**src/rtl/core/rcc_pkg.sv**
```systemverilog
// shared types and constants for the rgb 3x3 convolution block
// no dependencies
package rcc_pkg;

   localparam int MAX_WIDTH_DEF      = 2048;
   localparam int COEF_FRAC_BITS_DEF = 8;

   localparam int CSR_W     = 48;
   localparam int CSR_IDX_W = 3;
   localparam int WIDTH_W   = 12;
   localparam int HEIGHT_W  = 16;
   localparam int ROW_W     = HEIGHT_W + 1;
   localparam int TAPS      = 9;
   localparam int PIX_MAX   = 255;

   localparam logic [CSR_IDX_W-1:0] CSR_FRAME_WIDTH  = 3'd0;
   localparam logic [CSR_IDX_W-1:0] CSR_FRAME_HEIGHT = 3'd1;
   localparam logic [CSR_IDX_W-1:0] CSR_COEF_TOP     = 3'd2;
   localparam logic [CSR_IDX_W-1:0] CSR_COEF_MID     = 3'd3;
   localparam logic [CSR_IDX_W-1:0] CSR_COEF_BOTTOM  = 3'd4;

   localparam logic [WIDTH_W-1:0]  FRAME_WIDTH_RST  = 12'd640;
   localparam logic [HEIGHT_W-1:0] FRAME_HEIGHT_RST = 16'd480;
   localparam logic [CSR_W-1:0]    COEF_TOP_RST     = 48'd0;
   localparam logic [CSR_W-1:0]    COEF_MID_RST     = 48'd16777216;
   localparam logic [CSR_W-1:0]    COEF_BOTTOM_RST  = 48'd0;

   localparam logic OP_PUSH  = 1'b0;
   localparam logic OP_DRAIN = 1'b1;

   typedef logic [23:0] pixel_type;

   typedef struct packed {
      logic            emit;
      logic            frame_end;
      logic [TAPS-1:0] mask;
   } tag_type;

   typedef struct packed {
      logic [7:0] red_out;
      logic [7:0] green_out;
      logic [7:0] blue_out;
      logic       frame_end;
   } result_type;

endpackage

```
**src/rtl/core/rcc_outq.sv**
```systemverilog
// two-word result buffer; holds the pipeline when full
// depends on rcc_pkg
module rcc_outq (
   input  logic                clock,
   input  logic                reset,
   input  logic                push,
   input  rcc_pkg::result_type push_result,
   input  logic                pop,
   output logic                room,
   output logic                head_valid,
   output rcc_pkg::result_type head
);
   import rcc_pkg::*;

   result_type buf_ff [2];
   logic       wr_ff, rd_ff;
   logic [1:0] cnt_ff;

   always_comb begin
      room       = cnt_ff != 2'd2;
      head_valid = cnt_ff != 2'd0;
      head       = buf_ff[rd_ff];
   end

   always_ff @(posedge clock) begin
      if (push) begin
         buf_ff[wr_ff] <= push_result;
      end
   end

   always_ff @(posedge clock) begin
      if (reset) begin
         wr_ff  <= 1'b0;
         rd_ff  <= 1'b0;
         cnt_ff <= 2'd0;
      end else begin
         if (push) wr_ff <= !wr_ff;
         if (pop) rd_ff <= !rd_ff;
         cnt_ff <= cnt_ff + 2'(push) - 2'(pop);
      end
   end

endmodule

```
**config.mk**
```make
export PLATFORM = sky130hd
export DESIGN_NAME = rcc_outq
export DESIGN_NICKNAME = d
export VERILOG_FILES = /design/src/rtl/core/rcc_pkg.sv /design/src/rtl/core/rcc_outq.sv
export SDC_FILE = /design/constraint.sdc
export NUM_CORES = 1
export LEC_CHECK = 0
export BUFFER_PORTS_ARGS = -buffer_cell sky130_fd_sc_hd__buf_2
export CAP_MARGIN = 10
export CELL_PAD_IN_SITES_DETAIL_PLACEMENT = 0
export CELL_PAD_IN_SITES_GLOBAL_PLACEMENT = 1
export CORE_UTILIZATION = 39
export CTS_CLUSTER_DIAMETER = 120
export DETAILED_ROUTE_END_ITERATION = 7
export GPL_ROUTABILITY_DRIVEN = 0
export PLACE_DENSITY_LB_ADDON = 0.25
export SLEW_MARGIN = 25
export SYNTH_ARGS = -nofsm -noshare
export SYNTH_HDL_FRONTEND = slang
export SYNTH_SLANG_ARGS = --single-unit
```
**constraint.sdc**
```tcl
create_clock -name clock -period 2.1 [get_ports clock]
set_input_delay 0.42 -clock clock [delete_from_list [all_inputs] [get_ports clock]]
set_output_delay 0.42 -clock clock [all_outputs]
set_load 0.02 [all_outputs]
```
## Word level (Yosys, flattened, before mapping)

Memories as Yosys holds them, arrays and structs flattened. A register that Yosys moved wholly into a read port is not among the register bits.
Cells that the tools add are included.

- Flip-flop bits (word level): 4
- Bits in writable memories: 50
- Input port bits: 29
- Output and inout bits: 27
- Logic and storage cells: 14
- Memories: 1

Memory list:

| memory | words | width | rd ports | clocked after Yosys merged registers in | wr ports | line | RTL |
|---|---|---|---|---|---|---|---|
| buf_ff | 2 | 25 | 1 | 1 | 1 | rcc_outq.sv:15 | `result_type buf_ff [2];` |

- Add/subtract/negate cells: 2
- Eq/ne operators: 1
- Mux-type cells: 4
- Reductions and logical operators: 3

Operator list:

| cell | count |
|---|---|
| two-way mux 1 bit | 4 |
| adder 2 x 1 -> 2 bit | 1 |
| logical NOT 1 bit | 2 |
| != test 2 bit, second input constant | 1 |
| nonzero test 2 bit | 1 |
| subtractor 2 x 1 -> 2 bit | 1 |

## Depth between registers and ports, before layout

- Word-level depth: 3
- Mapped depth: 6
- Mapped depth without buffers: 6

## Worst setup path before layout

No wires, ideal clock.

- Path kind: input -> register
- Start point: input port push
- End point: memory buf_ff[0][0] (netlist bit) (enable)
- Setup time: 0.410 ns
- Data arrival time: 1.569 ns
- Data required time: 1.690 ns
- Path slack: 0.122 ns
- Stages: 1
- Path buffers: 0
- Cells stage by stage: nor2b_1

- Word-level cells in the longest chain between the ends: 2

Ends and longest elaborated chain:

| element | line | RTL |
|---|---|---|
| from (decl) | rcc_outq.sv:6 | `input logic push,` |
| two-way mux 1 bit | rcc_outq.sv:26 | `if (push) begin` |
| two-way mux 1 bit (not written as such) | rcc_outq.sv:27 | `buf_ff[wr_ff] <= push_result;` |
| to (decl) | rcc_outq.sv:15 |  |

No other way between the ends.

==> results.cfg <==
[synthesis]
synth_fp_nets = 130
synth_seq_cells = 55
syn_inst = 99
synth_area_um2 = 2126
yosysWarnings = 0
synth.distinct_cells = 15
synth_area_per_cell_um2 = 21.47
yosysSeqAreaShare = 0.7534

[clock_tree]
htreeDepth = 2
cts_tree = built
cts-hold-fix-buffers = 0
clk_pin_slew_ns = 0.09
post_cts_buffers = 0
clockBufferDepth = 2
cts_buffers = 5
insertion_delay_ns = 0.29
post_cts_resized = 0
clock_sinks = 55
cts_root_buf = clkbuf_8

[worst_setup_path]
cp.required_ns = 1.68
crit_path_end_kind = primary output
crit_arrival_ns = 1.53
path_class = reg2out
r2r_start = cnt_ff[0]
reg2reg_to = cnt_ff[1]
r2r_slack_ns = 0.74
path_max_fanout = 15
cp-endpoint = head[9]
r2r_cells = 6
start_kind = flop

[timing]
finalHoldViolCount = 0
fin_skew_ns = 0.002378
min_period_ns = 1.948
setup_viol = 0
fin_crit_sh = 0.9276
slew_violations = 0
worst_pin_slew_ns = 0.3369
fmax_mhz = 513.4
timing.setup.tns_ns = 0
relSlewSlack = 0.7754
rsz0062_at_grt = no

[detailed_routing]
drt_wl_total_um = 3060
postRouteAntennaNets = 0
routedWlPerCell_um = 13.19
drc = 0
via_per_inst = 4.392
firstDrtPassIters = 4
drt_iter0_drc = 24
vias = 1019

[pwr]
power.density_nw_per_um2 = 904.1
vdd_drop_max_v = 0.0004999
p_clk_frac = 0.280
power.switching_uw = 529.7
switching_share = 0.2268
p_seq_frac = 0.559
combPwrFrac = 0.161
leakage_uw = 0.001031
internal_power_uw = 1806

[floorplanning]
die_y_um = 75.83
die_area_um2 = 5750
initial_core_util = 0.4110
io_pins = 56
coreArea_um2 = 5172
dieWidth_um = 75.83
rows = 26

[final_layout]
multi_input_area_um2 = 467.9
fin_area_um2 = 2584
drive_above_1_share = 0.5741
area_growth_pct = 21.54
mostFrequentLayoutCell = buf_2
final_nets = 192
fill_cells = 443
layout_common_cells = buf_2 (55), edfxtp_1 (50), mux2_4 (20)
regArea_um2 = 1603
antenna_cells = 0

[placed_design]
dp_hpwl_um = 2206
port_buffers = 55
placed_cell_area_um2 = 2476

[global_routing]
grt_max_degree = 26
grt_pass1_vias = 941
antenna_found_initial = 0
grt.total_usage = 0.1098
grt-ovfl-total = 0
grt_first_pass_wirelength_um = 4305

[min_path]
holdCritPathClass = in2reg

[status]
status = complete, no violations

[flow_run]
drv_cap = 0
## cell type report
type,instances,area share
sequential,55,0.6203
multi-input combinational,39,0.1811
clock buffer,5,0.02663
timing repair buffer,58,0.1201
inverter,2,0.002906
clock inverter,3,0.01501
tap,70,0.03390
## routing by layer
layer | vias up | part of all wire | GRT usage | wire length, um
met1 | 482 | 0.40 | 0.1210 | 1226
met3 | 4 | 0.082 | 0.05026 | 250
met2 | 37 | 0.51 | 0.1849 | 1558
met5 | - | 0 | 0 | 0
met4 | 0 | 0.0078 | 0.04321 | 24
li1 | 496 | - | - | -
## critical path, cell delays in order (launching register included)
cell	delay, ns
dfxtp_2	0.54
buf_12	0.22
mux2_4	0.31
buf_2	0.16
## cell usage after synthesis (all sizes together)
cell / number / area [um^2]
and2: 1 / 6.260
buf: 3 / 51.30
dfxtp: 5 / 100.1
edfxtp: 50 / 1501
ha: 2 / 25.02
inv: 2 / 7.510
mux2: 25 / 356.6
nand2: 1 / 3.750
nor2: 4 / 15.01
nor2b: 2 / 12.51
or2: 1 / 6.260
xnor2: 2 / 17.52
xnor3: 1 / 22.52
## kinds of logic after synthesis
group	synth area share
buf+inv	0.02767
xor+xnor	0.01884
flops	0.7534
mux	0.1677
simple gates	0.02060
fa+ha+maj	0.01177
## power groups by stage
| stage | sequential [uW] | combinational (uW) | clock (uW) |
|---|---|---|---|
| global placement | 1330 | 374 | 0 |
| floorplan | 1320 | 283 | 0 |
| finish | 1310 | 375 | 655 |
| detailed placement | 1330 | 381 | 0 |
| global route | 1310 | 402 | 717 |
| CTS | 1310 | 382 | 677 |
## per-stage QoR
stage / hold slack, ns / power (uW) / util / std cells / setup WS, ns
2_1_floorplan: 0.4799 / 1600 / - / 99 / 0.1216
3_3_place_gp: 0.5043 / 1702 / 0.4787 / 224 / 0.4734
3_5_place_dp: 0.4990 / 1714 / 0.4787 / 224 / 0.4594
4_1_cts: 0.2979 / 2367 / 0.4995 / 232 / 0.1220
5_1_grt: 0.2882 / 2433 / 0.4995 / 232 / 0.08195
6_report: 0.3067 / 2336 / 0.4995 / 232 / 0.1521
## worst min path at each step
stage                     cells past startpoint  slack, ns            to      startpoint
after floorplan                               2       0.48          flop           rd_ff
after global placement                        2       0.50         rd_ff           rd_ff
after detailed placement                      2       0.50          flop           rd_ff
after CTS                                     1       0.30  buf_ff[0][2]  push_result[2]
after global routing                          1       0.29  buf_ff[0][7]  push_result[7]
final                                         1       0.31  buf_ff[0][7]  push_result[7]
## flip-flops by register name (all words and copies together) (netlist names), named ones only
register and cells:
buf_ff 50, rd_ff 1, wr_ff 1, cnt_ff 2
No activity file was read; power rests on OpenSTA's default activity.
