--- src/rtl/core/rcc_pkg.sv ---
// shared types and constants for the rgb 3x3 convolution block
// no dependencies
package rcc_pkg;

   localparam int MAX_WIDTH_DEF      = 2048;
   localparam int COEF_FRAC_BITS_DEF = 8;

   localparam int CSR_W     = 48;
   localparam int CSR_IDX_W = 3;
   localparam int WIDTH_W   = 12;
   localparam int HEIGHT_W  = 16;
   localparam int ROW_W     = HEIGHT_W + 1;
   localparam int TAPS      = 9;
   localparam int PIX_MAX   = 255;

   localparam logic [CSR_IDX_W-1:0] CSR_FRAME_WIDTH  = 3'd0;
   localparam logic [CSR_IDX_W-1:0] CSR_FRAME_HEIGHT = 3'd1;
   localparam logic [CSR_IDX_W-1:0] CSR_COEF_TOP     = 3'd2;
   localparam logic [CSR_IDX_W-1:0] CSR_COEF_MID     = 3'd3;
   localparam logic [CSR_IDX_W-1:0] CSR_COEF_BOTTOM  = 3'd4;

   localparam logic [WIDTH_W-1:0]  FRAME_WIDTH_RST  = 12'd640;
   localparam logic [HEIGHT_W-1:0] FRAME_HEIGHT_RST = 16'd480;
   localparam logic [CSR_W-1:0]    COEF_TOP_RST     = 48'd0;
   localparam logic [CSR_W-1:0]    COEF_MID_RST     = 48'd16777216;
   localparam logic [CSR_W-1:0]    COEF_BOTTOM_RST  = 48'd0;

   localparam logic OP_PUSH  = 1'b0;
   localparam logic OP_DRAIN = 1'b1;

   typedef logic [23:0] pixel_type;

   typedef struct packed {
      logic            emit;
      logic            frame_end;
      logic [TAPS-1:0] mask;
   } tag_type;

   typedef struct packed {
      logic [7:0] red_out;
      logic [7:0] green_out;
      logic [7:0] blue_out;
      logic       frame_end;
   } result_type;

endpackage

--- src/rtl/core/rcc_front.sv ---
// input position tracking: frame wrap, drain handling, tap masks, frame end
// depends on rcc_pkg
module rcc_front #(
   parameter int MAX_WIDTH = rcc_pkg::MAX_WIDTH_DEF,
   parameter int COL_W     = $clog2(MAX_WIDTH)
) (
   input  logic                         clock,
   input  logic                         reset,
   input  logic                         adv,
   input  logic                         req_valid,
   input  logic                         req_op,
   input  rcc_pkg::pixel_type           req_pix,
   input  logic [rcc_pkg::WIDTH_W-1:0]  frame_width,
   input  logic [rcc_pkg::HEIGHT_W-1:0] frame_height,
   output logic                         load,
   output logic [COL_W-1:0]             load_col,
   output rcc_pkg::pixel_type           load_pix,
   output rcc_pkg::tag_type             load_tag
);
   import rcc_pkg::*;

   localparam int EW = COL_W + 1;
   localparam int XW = (EW > WIDTH_W) ? EW : WIDTH_W;

   logic [COL_W-1:0]    in_col_ff, in_col_in, out_col_ff, out_col_in;
   logic [ROW_W-1:0]    in_row_ff, in_row_in;
   logic [HEIGHT_W-1:0] out_row_ff, out_row_in;
   logic [XW-1:0]       fw_x;
   logic [EW-1:0]       eff_w;
   logic [ROW_W-1:0]    eff_h;
   logic                wrap, pushing, ignore, emit, last_col, oc_last, or_last, fe, accept;
   logic [COL_W-1:0]    col0;
   logic [ROW_W-1:0]    row0;
   logic [2:0]          rv, cv;

   always_comb begin
      fw_x   = XW'(frame_width);
      eff_w  = (fw_x == '0) ? EW'(1) :
               (fw_x > XW'(MAX_WIDTH)) ? EW'(MAX_WIDTH) : EW'(fw_x);
      eff_h  = (frame_height == '0) ? ROW_W'(1) : ROW_W'(frame_height);
      accept = req_valid && adv;

      wrap    = {1'b0, in_col_ff} >= eff_w;
      col0    = wrap ? '0 : in_col_ff;
      row0    = in_row_ff + ROW_W'(wrap);
      pushing = row0 < eff_h;
      ignore  = pushing && (req_op == OP_DRAIN);
      emit    = (row0 >= ROW_W'(2)) || ((row0 == ROW_W'(1)) && (col0 != '0));
      last_col = ({1'b0, col0} + EW'(1)) >= eff_w;
      oc_last  = ({1'b0, out_col_ff} + EW'(1)) >= eff_w;
      or_last  = ({1'b0, out_row_ff} + ROW_W'(1)) >= eff_h;
      fe       = oc_last && or_last;

      rv = {!or_last, {1'b0, out_row_ff} < eff_h,
            (out_row_ff != '0) && ({1'b0, out_row_ff} <= eff_h)};
      cv = {!oc_last, {1'b0, out_col_ff} < eff_w,
            (out_col_ff != '0) && ({1'b0, out_col_ff} <= eff_w)};

      load     = accept && !ignore;
      load_col = col0;
      load_pix = pushing ? req_pix : '0;
      for (int i = 0; i < TAPS; i++) begin
         load_tag.mask[i] = rv[i / 3] && cv[i % 3];
      end
      load_tag.emit      = emit;
      load_tag.frame_end = emit && fe;

      in_col_in  = in_col_ff;
      in_row_in  = in_row_ff;
      out_col_in = out_col_ff;
      out_row_in = out_row_ff;
      if (accept) begin
         if (ignore) begin
            in_col_in = col0;
            in_row_in = row0;
         end else if (emit && fe) begin
            in_col_in  = '0;
            in_row_in  = '0;
            out_col_in = '0;
            out_row_in = '0;
         end else begin
            if (last_col) begin
               in_col_in = '0;
               in_row_in = row0 + ROW_W'(1);
            end else begin
               in_col_in = col0 + COL_W'(1);
               in_row_in = row0;
            end
            if (emit) begin
               if (oc_last) begin
                  out_col_in = '0;
                  out_row_in = out_row_ff + HEIGHT_W'(1);
               end else begin
                  out_col_in = out_col_ff + COL_W'(1);
               end
            end
         end
      end
   end

   always_ff @(posedge clock) begin
      if (reset) begin
         in_col_ff  <= '0;
         in_row_ff  <= '0;
         out_col_ff <= '0;
         out_row_ff <= '0;
      end else begin
         in_col_ff  <= in_col_in;
         in_row_ff  <= in_row_in;
         out_col_ff <= out_col_in;
         out_row_ff <= out_row_in;
      end
   end

endmodule

--- config.mk ---
export PLATFORM = sky130hd
export DESIGN_NAME = rcc_front
export DESIGN_NICKNAME = d
export VERILOG_FILES = /design/src/rtl/core/rcc_pkg.sv /design/src/rtl/core/rcc_front.sv
export SDC_FILE = /design/constraint.sdc
export NUM_CORES = 1
export LEC_CHECK = 0
export BUFFER_PORTS_ARGS = -buffer_cell sky130_fd_sc_hd__clkbuf_2
export CORE_MARGIN = 4
export CORE_UTILIZATION = 34
export CTS_CLUSTER_DIAMETER = 50
export DETAILED_ROUTE_END_ITERATION = 16
export GPL_ROUTABILITY_DRIVEN = 0
export SETUP_SLACK_MARGIN = 0.15
export SLEW_MARGIN = 15
export SYNTH_ARGS = -nofsm -noshare
export SYNTH_HDL_FRONTEND = slang
export SYNTH_SLANG_ARGS = --single-unit
export TNS_END_PERCENT = 100
--- constraint.sdc ---
create_clock -name clock -period 9.5 [get_ports clock]
set_clock_uncertainty 0.15 [all_clocks]
set_input_delay 1.425 -clock clock [delete_from_list [all_inputs] [get_ports clock]]
set_output_delay 1.425 -clock clock [all_outputs]
set_load 0.02 [all_outputs]
== Word level (Yosys, flattened, before mapping) ==
Index checks and enable logic that the tools add are counted.

* Flip-flop bits (word level): 55
* Input bits: 57
* Output and inout port bits: 47
* Word-level logic and storage cells: 72

* Add/subtract/negate cells: 8
* $lt $le $gt $ge: 11
* Eq/ne operators: 1
* Muxes and demuxes: 17
* Bitwise operators: 1
* Reductions and logical operators: 30

{| class="wikitable"
|+ Operators by type and width
! cell !! number
|-
| two-way mux 11 bit || 7
|-
| two-way mux 16 bit || 4
|-
| two-way mux 17 bit || 3
|-
| adder 11 x 1 -> 12 bit (second input constant) || 2
|-
| greater-or-equal comparator 12 bit || 2
|-
| two-way mux 12 bit || 2
|-
| two-way mux 24 bit || 1
|-
| adder 11 x 1 -> 11 bit (second input constant) || 2
|-
| nonzero test 11 bit || 2
|-
| adder 16 x 1 -> 17 bit (second input constant) || 1
|-
| adder 17 x 1 -> 17 bit || 1
|-
| adder 17 x 1 -> 17 bit (second input constant) || 1
|-
| equality test 17 x 1 -> 1 bit (second input constant) || 1
|-
| greater-or-equal comparator 17 x 16 -> 1 bit || 1
|-
| greater-or-equal comparator 17 x 2 -> 1 bit (second input constant) || 1
|-
| logical AND 1 bit || 17
|-
| < comparator 17 x 16 -> 1 bit || 1
|-
| adder 16 x 1 -> 16 bit (second input constant) || 1
|-
| <= comparator 16 bit || 1
|-
| logical NOT 16 bit || 1
|-
| < comparator 16 bit || 1
|-
| nonzero test 16 bit || 1
|-
| greater-or-equal comparator 11 x 12 -> 1 bit || 1
|-
| > comparator 12 bit (second input constant) || 1
|-
| other kinds (9) || 12
|}

== Longest topological paths before layout ==
* Depth after elaboration: 11
* Gate-level depth with buffers: 29
* Gate-level depth less buffers: 25

== Least setup slack after synthesis ==
No wires, ideal clock.

* Path type: input port to output port
* Start: input frame_width[11] (netlist name)
* End: output load_pix[10]
* Arrival: 6.156 ns
* Required time: 7.925 ns
* Slack: 1.769 ns
* Cell stages on the path: 26
* Buffers on the path: 4
* Cell sequence: inv_1 clkbuf_1 nand2_1 ha_1 a211oi_1 nor3_1 or2_2 nand2_1 inv_1 clkbuf_1 ha_1 ha_1 nand3_1 buf_2 nor3_1 xnor2_1 inv_1 ha_1 a21o_1 a21oi_1 o21ai_0 o21ai_0 a31oi_1 nor3b_1 clkbuf_1 and2_1

* Cells in the longest elaborated chain, start to end: 7
* Elaborated cells between the ends (all ways): 8
* Classes of those cells: add/sub: 1; order compare: 3; mux: 3; reduce/logical: 1

{| class="wikitable"
|+ Ends and longest elaborated chain
! item !! line !! RTL
|-
| start, declared || rcc_front.sv:13 || <nowiki>input logic [rcc_pkg::WIDTH_W-1:0] frame_width,</nowiki>
|-
| > comparator 12 bit || rcc_front.sv:39 || <nowiki>(fw_x > XW'(MAX_WIDTH)) ? EW'(MAX_WIDTH) : EW'(fw_x);</nowiki>
|-
| two-way mux 12 bit || rcc_front.sv:39 ||
|-
| two-way mux 12 bit * || rcc_front.sv:38 || <nowiki>eff_w = (fw_x == '0) ? EW'(1) :</nowiki>
|-
| greater-or-equal comparator 11 x 12 -> 1 bit * || rcc_front.sv:43 || <nowiki>wrap = {1'b0, in_col_ff} >= eff_w;</nowiki>
|-
| adder 17 x 1 -> 17 bit * || rcc_front.sv:45 || <nowiki>row0 = in_row_ff + ROW_W'(wrap);</nowiki>
|-
| < comparator 17 x 16 -> 1 bit * || rcc_front.sv:46 || <nowiki>pushing = row0 < eff_h;</nowiki>
|-
| two-way mux 24 bit * || rcc_front.sv:61 || <nowiki>load_pix = pushing ? req_pix : '0;</nowiki>
|-
| end, declared || rcc_front.sv:17 || <nowiki>output rcc_pkg::pixel_type load_pix,</nowiki>
|}

Mark *: on every way between the ends. The rest lies on a longest branch, timed or not.

== Worst setup path in the final report ==
* Start: input frame_width[11] (netlist name)
* End: output load_pix[18]

Same word-level chain as after synthesis.

==> impl_metrics.csv <==
group,metric,value,unit
timing,maxClockFrequency,0.1141,GHz
route,detail-route-antenna-nets,0,
finish,final_net_count,1087,
logic_synthesis,yosys.area.top_type_share,19.41,%
die,chipWidth,147.1,um
finish,antenna_cells,0,
route,detail_route.drc_violations,0,
timing,tightestPinTransition,1.080,ns
global_route,grt_pass1_wl,32350,um
power_and_ir_drop,cellPowerDensity,74.05,nW/um^2
logic_synthesis,netlist_instances,853,
timing,hold_violations,0,
die,dieArea,21630,sq um
logic_synthesis,synth.net_count,1012,
worst_setup_path,crit_slowest_cell,"sky130_fd_sc_hd__nor3b_2",
timing,period_share,92.25,%
worst_setup_path,cpMostUsedCell,"sky130_fd_sc_hd__ha_1",
route,wl_per_cell,16.54,um
route,vias_per_cell,5.450,
finish,most-common-layout-cells,"103 x sky130_fd_sc_hd__clkbuf_2, 102 x sky130_fd_sc_hd__ha_1, 66 x sky130_fd_sc_hd__nand2_1, 55 x sky130_fd_sc_hd__dfxtp_1, 54 x sky130_fd_sc_hd__inv_1",
timing,min_period,8.764,ns
logic_synthesis,synth.distinct_cells,72,
route,dr.max_layer_used,"met4",
worst_setup_path,cp_max_fo,13,
timing,setup_violations,0,
worst_setup_path,max_stage_delay,0.55,ns
timing,timing.slew.headroom,27.72,%
logic_synthesis,synth.avg_cell_area,7.710,sq um
clocking,numCtsBuffers,5,
route,initialDrtViolationCount,403,
finish,layout.cells.most_common,"sky130_fd_sc_hd__clkbuf_2",
timing,grt_setup_unrepaired,"no",
timing,totalNegativeSetupSlack,0,ns
worst_setup_path,worst_ep_required_time,7.93,ns
clocking,tritoncts_clock_tree,"built",
timing,finalMaxSlewViolations,0,
clocking,clock_insertion_delay_worst_skew,0.31,ns
route,wl_met2,8958,um
clocking,postCtsHoldBufs,0,
clocking,cts_sinks,55,
worst_setup_path,critical_path_arrival,7.19,ns
global_route,track_usage,18.10,%
worst_setup_path,critPathBufInv,5,
worst_setup_path,crit_type,"in -> out",
route,wl,19670,um
clocking,ctsLongestPathBuffers,2,
place,io_buffer_count,103,
die,start_util,34.81,%
run_status,run_status,"complete, no violations",
logic_synthesis,synthFlopType,"sky130_fd_sc_hd__dfxtp_1",
global_route,antenna_found_initial,0,
power_and_ir_drop,power_leakage,3.518,nW
finish,nFillCells,1979,
logic_synthesis,synth.yosys.warnings,0,
finish,final_layout_size_suffix_gt1_share,15.18,%
min_path,hold_path_class,"reg -> reg",
route,detailroute.via_count,6480,
logic_synthesis,synth_top_cells_by_area,"sky130_fd_sc_hd__ha_1 19%, sky130_fd_sc_hd__dfxtp_1 17%, sky130_fd_sc_hd__xnor2_1 4.1%",
job,max_cap_violations,0,
route,detailroute.wirelength.met3,1020,um
clocking,clkTransAtPathRegs,0.08,ns
worst_setup_path,start_kind,"input pin",
logic_synthesis,syn-cell-area,6576,sq um
route,drt_pass1_iterations,5,
logic_synthesis,asyncSetResetFlopFracSynth,0,%
timing,timing.final.ws_setup,0.7361,ns
logic_synthesis,synth.largest_area_cell,"sky130_fd_sc_hd__ha_1",
place,place_worst_setup_slack,0.5915,ns
logic_synthesis,synth_seq_cells,55,
global_route,grt_start_max_net_pins,53,
die,coreArea,18890,sq um
worst_setup_path,critical_path.top_delay_family,"simple AND/OR/NAND/NOR gates",
place,dp.final_hpwl,15500,um
die,die_y,147.1,um
finish,syn2layout_area_growth,12.86,%
clocking,cts-htree-levels,2,
worst_setup_path,cp_cell_sequence,"clkbuf_2 > inv_1 > nand2_1 > ha_1 > a211oi_1 > nor3_1 > or2_2 > nand2_1 > inv_1 > ha_1 > ha_1 > nand3_1 > nor3_1 > xnor2_1 > inv_1 > ha_1 > a21o_1 > a21oi_1 > o21ai_0 > o21ai_0 > a31oi_2 > nor3b_2 > and2_1 > clkbuf_2",
logic_synthesis,yosysSeqAreaShare,16.74,%
route,m1WireLength,9419,um
global_route,grt.overflow.total,0,
die,placementRows,50,
global_route,first_global_vias,6260,
clocking,clk_root_buffer_cell,"sky130_fd_sc_hd__clkbuf_16",
power_and_ir_drop,worst_ir_drop_vdd,61.17,uV
finish,fin_util,39.28,%
logic_synthesis,synth-edff-count,0,
die,pin_count,104,
worst_setup_path,critical_path.endpoint_type,"output port",
==> tightest hold or removal path, cell delays in order (launching register included) <==
cell	delay, ns
sky130_fd_sc_hd__dfxtp_1	0.32
sky130_fd_sc_hd__nand2_1	0.05
sky130_fd_sc_hd__a21oi_1	0.05
==> power by group <==
part	switching, mW	internal (mW)	total, mW
Sequential	0.00243	0.232	0.234
Combinational	0.0756	0.0446	0.120
Clock	0.0970	0.0983	0.195
Total	0.175	0.375	0.550
==> cell families (layout without fill, tap and decap cells) <==
group	count (synthesis)	after routing	share of synthesized area, %
buffers and inverters	98	173	6.583
xor gates and xnor gates	60	60	8.314
AOI/OAI and AO/OA	191	191	19.56
and+or+nand+nor	344	345	28.94
adders and majority gates	102	102	19.41
DFF	55	55	16.74
muxes	3	3	0.4566
==> through the flow <==
stage / hold WS, ns / instance area (sq um) / total power, mW / cells
2_1_floorplan: 0.2862 / 6576 / 0.3160 / 853
3_3_place_gp: 0.3082 / 7254 / 0.3591 / 1180
3_5_place_dp: 0.3111 / 7254 / 0.3594 / 1180
4_1_cts: 0.3211 / 7392 / 0.5547 / 1188
5_1_grt: 0.3522 / 7422 / 0.5747 / 1189
6_report: 0.3175 / 7422 / 0.5496 / 1189
==> area by class of cell <==
class	count	area, sq um	share of cell area (%)
Clock buffer	7	132.6	1.787
Inverter	54	202.7	2.731
Tap cell	260	325.3	4.383
Timing Repair Buffer	111	575.6	7.755
Multi-Input combinational cell	701	5080	68.44
Clock inverter	1	5.005	0.06743
Sequential cell	55	1101	14.83
==> sequential cells by signal, summed over array words and instances, names as in the netlist <==
| name | flops |
|---|---|
| in_row_ff | 17 |
| in_col_ff | 11 |
| out_row_ff | 16 |
| out_col_ff | 11 |
==> synthesized netlist by cell type (5+ instances only) <==
cell	count
sky130_fd_sc_hd__nor3_1	28
sky130_fd_sc_hd__a31oi_1	7
sky130_fd_sc_hd__xor2_1	27
sky130_fd_sc_hd__o211ai_1	5
sky130_fd_sc_hd__or4_1	6
sky130_fd_sc_hd__clkbuf_1	26
sky130_fd_sc_hd__a32oi_1	6
sky130_fd_sc_hd__dfxtp_1	55
sky130_fd_sc_hd__o21a_1	9
sky130_fd_sc_hd__o31ai_1	9
sky130_fd_sc_hd__buf_2	9
sky130_fd_sc_hd__nand3b_1	18
sky130_fd_sc_hd__or2_2	6
sky130_fd_sc_hd__or3_1	13
sky130_fd_sc_hd__inv_1	54
sky130_fd_sc_hd__ha_1	102
sky130_fd_sc_hd__a21oi_1	47
sky130_fd_sc_hd__nand4_1	18
sky130_fd_sc_hd__xnor2_1	31
sky130_fd_sc_hd__nand2_1	66
sky130_fd_sc_hd__nor2_1	54
sky130_fd_sc_hd__and3_1	22
sky130_fd_sc_hd__o21ai_0	35
sky130_fd_sc_hd__nor3b_1	6
sky130_fd_sc_hd__nand3_1	32
sky130_fd_sc_hd__and2_1	29
sky130_fd_sc_hd__buf_6	6
sky130_fd_sc_hd__o32ai_1	8
sky130_fd_sc_hd__nor4_1	16
sky130_fd_sc_hd__a21o_1	23
sky130_fd_sc_hd__a211oi_1	8
==> layer usage <==
layer,track usage (%),vias up
met5,0,-
met4,4.567,0
met3,2.252,16
met2,29.72,197
met1,25.26,2980
li1,-,3287
==> worst paths after layout <==
kind                                           startpoint                         end  slack (ns)  cells past startpoint
worst max register to register  in_col_ff[2]$_SDFFE_PP0P_  out_row_ff[0]$_SDFFE_PP0P_        2.73                     22
worst min register to register  in_row_ff[0]$_SDFFE_PP0P_   in_row_ff[0]$_SDFFE_PP0P_        0.32                      2
worst min-delay path            in_row_ff[0]$_SDFFE_PP0P_   in_row_ff[0]$_SDFFE_PP0P_        0.32                      2
worst max-delay path                      frame_width[11]                load_pix[18]        0.74                     24
==> what timing repair did <==
item | CTS | global route
resized for setup | 0 | 3
endpoints found under the setup margin | 0 | 25
buffers inserted | 0 | 0
No activity file was read; power rests on OpenSTA's default activity.
